==> config.mk <==
export PLATFORM = sky130hd
export DESIGN_NAME = mvw_ctrl
export DESIGN_NICKNAME = d
export VERILOG_FILES = /design/src/rtl/mvw_pkg.sv /design/src/rtl/mvw_ctrl.sv
export SDC_FILE = /design/constraint.sdc
export NUM_CORES = 1
export LEC_CHECK = 0
export BUFFER_PORTS_ARGS = -buffer_cell sky130_fd_sc_hd__buf_2
export CAP_MARGIN = 20
export CORE_AREA = 2 2 39 41
export DETAILED_ROUTE_END_ITERATION = 8
export DIE_AREA = 0 0 41 43
export HOLD_SLACK_MARGIN = 0.1
export PLACE_DENSITY = 0.47
export SLEW_MARGIN = 25
export SYNTH_ARGS = -nofsm -noshare
export SYNTH_HDL_FRONTEND = slang
export SYNTH_SLANG_ARGS = --single-unit
==> constraint.sdc <==
create_clock -name clk_i -period 1.4 [get_ports clk_i]
set_input_delay 0.14 -clock clk_i [delete_from_list [all_inputs] [get_ports clk_i]]
set_output_delay 0.14 -clock clk_i [all_outputs]
set_load 0.005 [all_outputs]
==> src/rtl/mvw_pkg.sv <==
// Package for the mesh vertex weld indexer: payload structs, limits, codes
// and the command/status structs between controller and datapath.
// No dependencies.
`timescale 1ns / 1ps

package mvw_pkg;

  localparam int unsigned MAX_VERTS   = 4096;
  localparam int unsigned MAX_CORNERS = 16384;

  localparam int unsigned VADDR_W = $clog2(MAX_VERTS);
  localparam int unsigned UNIQ_W  = $clog2(MAX_VERTS + 1);
  localparam int unsigned KEPT_W  = $clog2(MAX_CORNERS + 1);
  localparam int unsigned KEY_W   = 48;
  localparam int unsigned IDX_W   = 16;

  localparam logic CFG_POSITION_COUNT = 1'b0;
  localparam logic CFG_TEXCOORD_COUNT = 1'b1;

  localparam logic KIND_CORNER = 1'b0;
  localparam logic KIND_END    = 1'b1;

  localparam logic [1:0] STATUS_OK        = 2'd0;
  localparam logic [1:0] STATUS_FEW_IDX   = 2'd1;
  localparam logic [1:0] STATUS_MANY_VERT = 2'd2;
  localparam logic [1:0] STATUS_MANY_IDX  = 2'd3;

  typedef struct packed {
    logic [15:0]        position_index;
    logic [15:0]        texcoord_index;
    logic signed [15:0] s_raw;
    logic signed [15:0] t_raw;
    logic               final_corner;
  } mvw_in_t;

  typedef struct packed {
    logic        record_kind;
    logic [11:0] vertex_number;
    logic        is_new_vertex;
    logic [15:0] source_position;
    logic [15:0] source_texcoord;
    logic [1:0]  status;
    logic [14:0] kept_corners;
    logic [12:0] unique_vertices;
    logic        last_of_run;
  } mvw_res_t;

  typedef struct packed {
    logic       accept;
    logic       search;
    logic       search_init;
    logic       end_rec;
    logic [1:0] corner;
  } mvw_cmd_t;

  typedef struct packed {
    logic weld_go;
    logic in_final;
    logic found;
    logic final_q;
  } mvw_sts_t;

endpackage

==> src/rtl/mvw_ctrl.sv <==
// Controller state machine of the weld indexer: sequences accept, the
// per-corner table search and the end record. Depends on mvw_pkg.
`timescale 1ns / 1ps

module mvw_ctrl import mvw_pkg::*; (
  input  logic     clk_i,
  input  logic     rst_ni,
  input  logic     start,
  output logic     busy,
  input  mvw_sts_t sts_i,
  output mvw_cmd_t cmd_o
);

  localparam logic [1:0] ST_IDLE   = 2'd0;
  localparam logic [1:0] ST_SEARCH = 2'd1;
  localparam logic [1:0] ST_END    = 2'd2;

  logic [1:0] state_q, state_d;
  logic [1:0] corner_q, corner_d;

  assign busy = (state_q != ST_IDLE);

  always_comb begin
    state_d  = state_q;
    corner_d = corner_q;
    cmd_o    = '0;
    cmd_o.corner = corner_q;
    case (state_q)
      ST_IDLE: begin
        if (start) begin
          cmd_o.accept = 1'b1;
          if (sts_i.weld_go) begin
            cmd_o.search_init = 1'b1;
            corner_d = 2'd0;
            state_d  = ST_SEARCH;
          end else if (sts_i.in_final) begin
            state_d = ST_END;
          end
        end
      end
      ST_SEARCH: begin
        cmd_o.search = 1'b1;
        if (sts_i.found) begin
          if (corner_q == 2'd2) begin
            state_d = sts_i.final_q ? ST_END : ST_IDLE;
          end else begin
            cmd_o.search_init = 1'b1;
            corner_d = corner_q + 2'd1;
          end
        end
      end
      ST_END: begin
        cmd_o.end_rec = 1'b1;
        state_d = ST_IDLE;
      end
      default: begin
        state_d = ST_IDLE;
      end
    endcase
  end

  always_ff @(posedge clk_i or negedge rst_ni) begin
    if (!rst_ni) begin
      state_q  <= ST_IDLE;
      corner_q <= 2'd0;
    end else begin
      state_q  <= state_d;
      corner_q <= corner_d;
    end
  end

endmodule

==> impl_metrics.ini, run 1 <==
[clock_network]
htree_levels = 1
clock_latency_ns = 0.23
numCtsBuffers = 3
clk_pin_slew_worst_paths_ns = 0.04
clock-sinks = 4
cts_tree = built
clk_path_buf_depth = 2
root_buffer = clkbuf_4

[routing]
drtIter0Drc = 2
first_pass_iters = 3
drt-vias-per-instance = 3.94
drt-wirelength-per-cell_um = 9.40
ant_nets = 0
via_count = 244
drc = 0
drt-total-wl_um = 583

[sta]
tns_ns = -0.000783
finClkSkew_ns = 0.000227
post-route-min-period_ns = 1.40
setup_viol = 1
rsz0062_at_grt = true
setup_ws_ns = -0.000783
relSlewSlack = 0.854
hold_viol_final = 0
max_freq_mhz = 714
drv_slew = 0
timing.final.crit_share = 1.00
worst_pin_slew_ns = 0.219

[logic_synthesis]
synth_warnings = 0
synth_fp_nets = 30
avgSynthCellArea_um2 = 10.1
yosysUniqueCellTypes = 16
yosys.area.top_type_share = 0.449
yosysSeqAreaShare = 0.449
ys_seq_elements = 4
netlist_area_um2 = 223
synth_area_leaders = dfrtp_1 (45%), nand4bb_2 (7.3%), ha_1 (5.6%)
syn-instance-count = 22
yosysTopAreaCell = dfrtp_1

[placement]
globalplace.congestion = 0.597
port_buffers = 13
postPlaceCellArea_um2 = 323
hpwl_um = 417

[critical_path]
reg2reg_slack_ns = 0.16
cp_cell_sequence = inv_1 -> ha_2 -> nand4bb_4 -> o31a_4 -> inv_2 -> buf_6
cp.arrival_ns = 1.26
cp-startpoint = corner_q[0]$_DFFE_PN0P_
crit_end = cmd_o[3]
cp.required_ns = 1.26
worstSetupPathType = flop to primary output
r2r-end = corner_q[1]$_DFFE_PN0P_
cpPeakStageDelay_ns = 0.33
crit-reg2reg-launch = corner_q[0]$_DFFE_PN0P_
rr_worst_depth = 6
crit_path_start_kind = flop
cp-end-kind = primary output
path_max_fanout = 2
cp_slowest_cell = dfrtp_1

[die]
dieArea_um2 = 1760
die_h_um = 43
initial_core_util = 0.161
io_pins = 14
fp-row-count = 14
coreArea_um2 = 1380
die-width_um = 41

[layout]
regArea_um2 = 100
fill_cells = 150
fin_nets = 56
area_delta_synth_final_pct = 88.8
multi_input_comb_area_um2 = 129
layout.cells.most_common = buf_2
antenna_cells = 0
final_cell_mix = buf_2 (12), buf_4 (7), dfrtp_1 (4), inv_1 (3), clkbuf_4 (3)
design_area_um2 = 420
drive_gt1_frac = 0.587

[global_route]
antenna_found_initial = 0
grt_overflow = 0
grt.total_usage = 0.0727
grt_pass1_wl_um = 786
grt_pass1_vias = 206
grt_max_degree = 6

[hold_path]
hold_class = input port to flop

[outcome]
violations = negative setup slack
status = finished, violations left

[job]
maxCapViolCount = 0

[pwr]
p_leak_nw = 0.228
p_per_area_nw_per_um2 = 1820
ir_drop_uv = 807
[synthesized netlist by cell type (all sizes together)]
cell and n:
ha 1, nand4bb 1, inv 4, mux2i 1
nand2 2, nor2b 1, nand4b 1, nand4 1
dfrtp 4, and2 1, o31a 1, nor2 1
o2bb2ai 1, nand2b 1, o21ai 1
[per-stage QoR]
step	instances	utilization	setup WS [ns]	total power, mW	hold slack, ns
after floorplan	22	-	0.155	0.353	-0.156
after global placement	53	0.233	0.129	0.500	-0.0461
after detailed placement	53	0.233	0.131	0.495	-0.0457
after CTS	62	0.299	-0.0111	0.759	0.157
after global routing	62	0.304	-0.0611	0.836	0.176
final	62	0.304	-0.000783	0.766	0.160
[where the power goes]
part / total (mW) / internal, mW / leakage (nW) / switching [mW]
clock network: 0.145 / 0.0960 / 0.0138 / 0.0486
logic: 0.417 / 0.259 / 0.164 / 0.158
registers: 0.204 / 0.160 / 0.0510 / 0.0439
total: 0.766 / 0.515 / 0.228 / 0.251
[worst max-delay path, delay by kind of cell (launching register included)]
family	cells	cell delay, ns
adder cells (fa/ha/maj)	1	0.17
AO/OA/AOI/OAI	1	0.13
AND/OR/NAND/NOR	1	0.19
flip-flops	1	0.33
buffers and inverters	3	0.20
[area by class of cell]
cell class | instances | area share
repair buffers | 21 | 0.318
multi-input cells | 14 | 0.307
flip-flops and latches | 4 | 0.238
clock buffers | 3 | 0.0536
well taps | 16 | 0.0476
inverters | 4 | 0.0357
[worst min-delay path by stage]
stage / startpoint / end / slack [ns] / depth (start not counted)
CTS: sts_i[1] / state_q[0]$_DFFE_PN0P_ / 0.16 / 2
detailed placement: rst_ni / corner_q[0]$_DFFE_PN0P_ / -0.05 / 1
floorplan: rst_ni / corner_q[0]$_DFFE_PN0P_ / -0.16 / 0
finish: sts_i[0] / state_q[1]$_DFFE_PN0P_ / 0.16 / 3
global placement: rst_ni / corner_q[0]$_DFFE_PN0P_ / -0.05 / 1
global route: sts_i[1] / state_q[0]$_DFFE_PN0P_ / 0.18 / 2
[routing by layer]
layer | track usage | part of all wire | up-vias
met2 | 0.0875 | 0.37 | 16
met1 | 0.0850 | 0.47 | 103
met5 | 0 | 0 | -
met4 | 0.0800 | 0.026 | 0
met3 | 0.0314 | 0.13 | 2
li1 | - | - | 123
[timing repair]
action / 4_1_cts / 5_1_grt
hold buffers: 1 / 0
gates resized for setup: 3 / 1
setup buffers: 5 / 0
endpoints found under the setup margin: 1 / 1
pin swaps: 1 / 0
hold endpoints to repair: 4 / 0
[sequential cells by signal, summed over array words and instances (netlist names)]
register  count
corner_q      2
state_q       2
[cells by family after synthesis]
kind of cell,count (synthesis),synth area share
multiplexers,1,0.0449
AO/OA/AOI/OAI,3,0.107
buffers and inverters,4,0.0674
flip-flops,4,0.449
adder cells (fa/ha/maj),1,0.0562
AND/OR/NAND/NOR,9,0.275
(Power assumes the default switching activity.)
==> inputs of run 2 (changes only) <==
Settings changed: CELL_PAD_IN_SITES_DETAIL_PLACEMENT from default to 1, CELL_PAD_IN_SITES_GLOBAL_PLACEMENT from default to 1, PLACE_DENSITY 0.47 to 0.58, REMOVE_ABC_BUFFERS from default to 1.
==> run 2 against run 1 <==
Net effect:
- design area grew 0.30%
- routed wire length grew 13%
- setup slack lost 0.022 ns
- the run still ends with negative setup slack left
- sequential power is essentially flat
- clock skew grew 0.0011 ns
- clock power is essentially flat
- count of clock-buffer cells in the layout is the same
==> impl_metrics.ini, run 2 (synthesized netlist as in run 1, its figures left out) <==
[layout]
layout.cells.most_common = buf_2
stdcell_count = 63
regArea_um2 = 100
antenna_cells = 0
final_cell_mix = buf_2 (13), buf_4 (8), dfrtp_1 (4), inv_1 (3), clkbuf_4 (3)
fin_util = 0.305
fin_nets = 57
drive_gt1_frac = 0.596
area_delta_synth_final_pct = 89.3
multi_input_comb_area_um2 = 129
reg_top3 = corner_q x2, state_q x2
fill_cells = 166
design_area_um2 = 422

[global_route]
grt_max_degree = 6
grt_overflow = 0
grt_pass1_vias = 255
antenna_found_initial = 0
grt.total_usage = 0.0915
grt_pass1_wl_mm = 1.03

[sta]
worst_hold_slack_ns = 0.166
setup_viol = 1
rsz0062_at_grt = true
hold_viol_final = 0
relSlewSlack = 0.852
finClkSkew_ns = 0.00137
worst_pin_slew_ns = 0.223
post-route-min-period_ns = 1.42
setup_ws_ns = -0.0223
drv_slew = 0
max_freq_mhz = 703
timing.final.crit_share = 1.02
tns_ns = -0.0223

[routing]
drt-wirelength-per-cell_um = 10.4
drtIter0Drc = 0
drt-total-wl_um = 656
drc = 0
ant_nets = 0
first_pass_iters = 1
drt-vias-per-instance = 4.00
via_count = 252

[clock_network]
clock-sinks = 4
clk_path_buf_depth = 2
clock_latency_ns = 0.23
htree_levels = 1
cts_tree = built
root_buffer = clkbuf_4
clk_pin_slew_worst_paths_ns = 0.04
numCtsBuffers = 3

[critical_path]
path_max_fanout = 2
crit-reg2reg-launch = corner_q[1]$_DFFE_PN0P_
cp.required_ns = 1.26
rr_worst_depth = 5
cp-startpoint = corner_q[1]$_DFFE_PN0P_
cp.arrival_ns = 1.28
cpPeakStageDelay_ns = 0.37
crit_path_start_kind = flop
cp_cell_sequence = ha_2 -> nand4bb_4 -> o31a_4 -> inv_2 -> buf_2
r2r-end = corner_q[1]$_DFFE_PN0P_
cp-end-kind = primary output
worstSetupPathType = flop to primary output
reg2reg_slack_ns = 0.15
cp_slowest_cell = dfrtp_1

[die]
coreArea_um2 = 1380
fp-row-count = 14
initial_core_util = 0.161
die-width_um = 41
dieArea_um2 = 1760
die_h_um = 43
io_pins = 14

[hold_path]
worstHoldStart = sts_i[0]
min_path_cells = 3
hold_class = input port to flop
worstHoldEndpoint = state_q[1]$_DFFE_PN0P_

[placement]
hpwl_um = 453
port_buffers = 13
globalplace.congestion = 0.691
dp.cells = 53
postPlaceCellArea_um2 = 323

[outcome]
violations = negative setup slack
status = finished, violations left

[job]
maxCapViolCount = 0

[pwr]
ir_drop_uv = 565
p_per_area_nw_per_um2 = 1830
p_leak_nw = 0.232
## run 2: how the worst max path moves through the flow
stage               slack, ns                 endpoint  cells past startpoint
finish                  -0.02                 cmd_o[3]                      5
global route             -0.1                 cmd_o[3]                      5
CTS                     -0.02                 cmd_o[3]                      5
detailed placement       0.12                 cmd_o[3]                      5
global placement         0.14                 cmd_o[3]                      5
floorplan                0.15  corner_q[0]$_DFFE_PN0P_                      6
## run 2: timing repair
action                                  CTS  global route
resized for setup                         2             1
endpoints found under the hold margin     4             0
gates cloned                              0             0
endpoints found under the setup margin    1             1
buffers inserted                          6             0
hold buffers                              1             0
pin swaps                                 2             0
## run 2: layout make-up
type                       instances  area share
multi-input combinational         14       0.306
tap                               16      0.0475
sequential                         4       0.237
timing repair buffer              22       0.320
clock buffer                       3      0.0534
inverter                           4      0.0356
## run 2: stage by stage
step | power, mW | setup slack, ns
2_1_floorplan | 0.353 | 0.155
3_3_place_gp | 0.501 | 0.139
3_5_place_dp | 0.501 | 0.123
4_1_cts | 0.767 | -0.0187
5_1_grt | 0.843 | -0.0992
6_report | 0.772 | -0.0223
## run 2: metal layers
metal | vias to the layer above | GRT usage | wire (um)
li1 | 126 | - | -
met1 | 112 | 0.0971 | 277
met2 | 14 | 0.144 | 296
met3 | 0 | 0.0157 | 82
met4 | 0 | 0.0800 | 0
met5 | - | 0 | 0
## run 2: critical path, delay by kind of cell (launching register included)
kind	cells	cell delay, ns
DFF	1	0.37
and+or+nand+nor	1	0.20
adders and majority gates	1	0.19
buffers and inverters	2	0.16
AOI/OAI and AO/OA	1	0.13
## run 2: where the power goes
group	internal, mW	switching [mW]
sequential	0.160	0.0455
combinational	0.263	0.162
clock	0.0958	0.0459
total	0.519	0.253
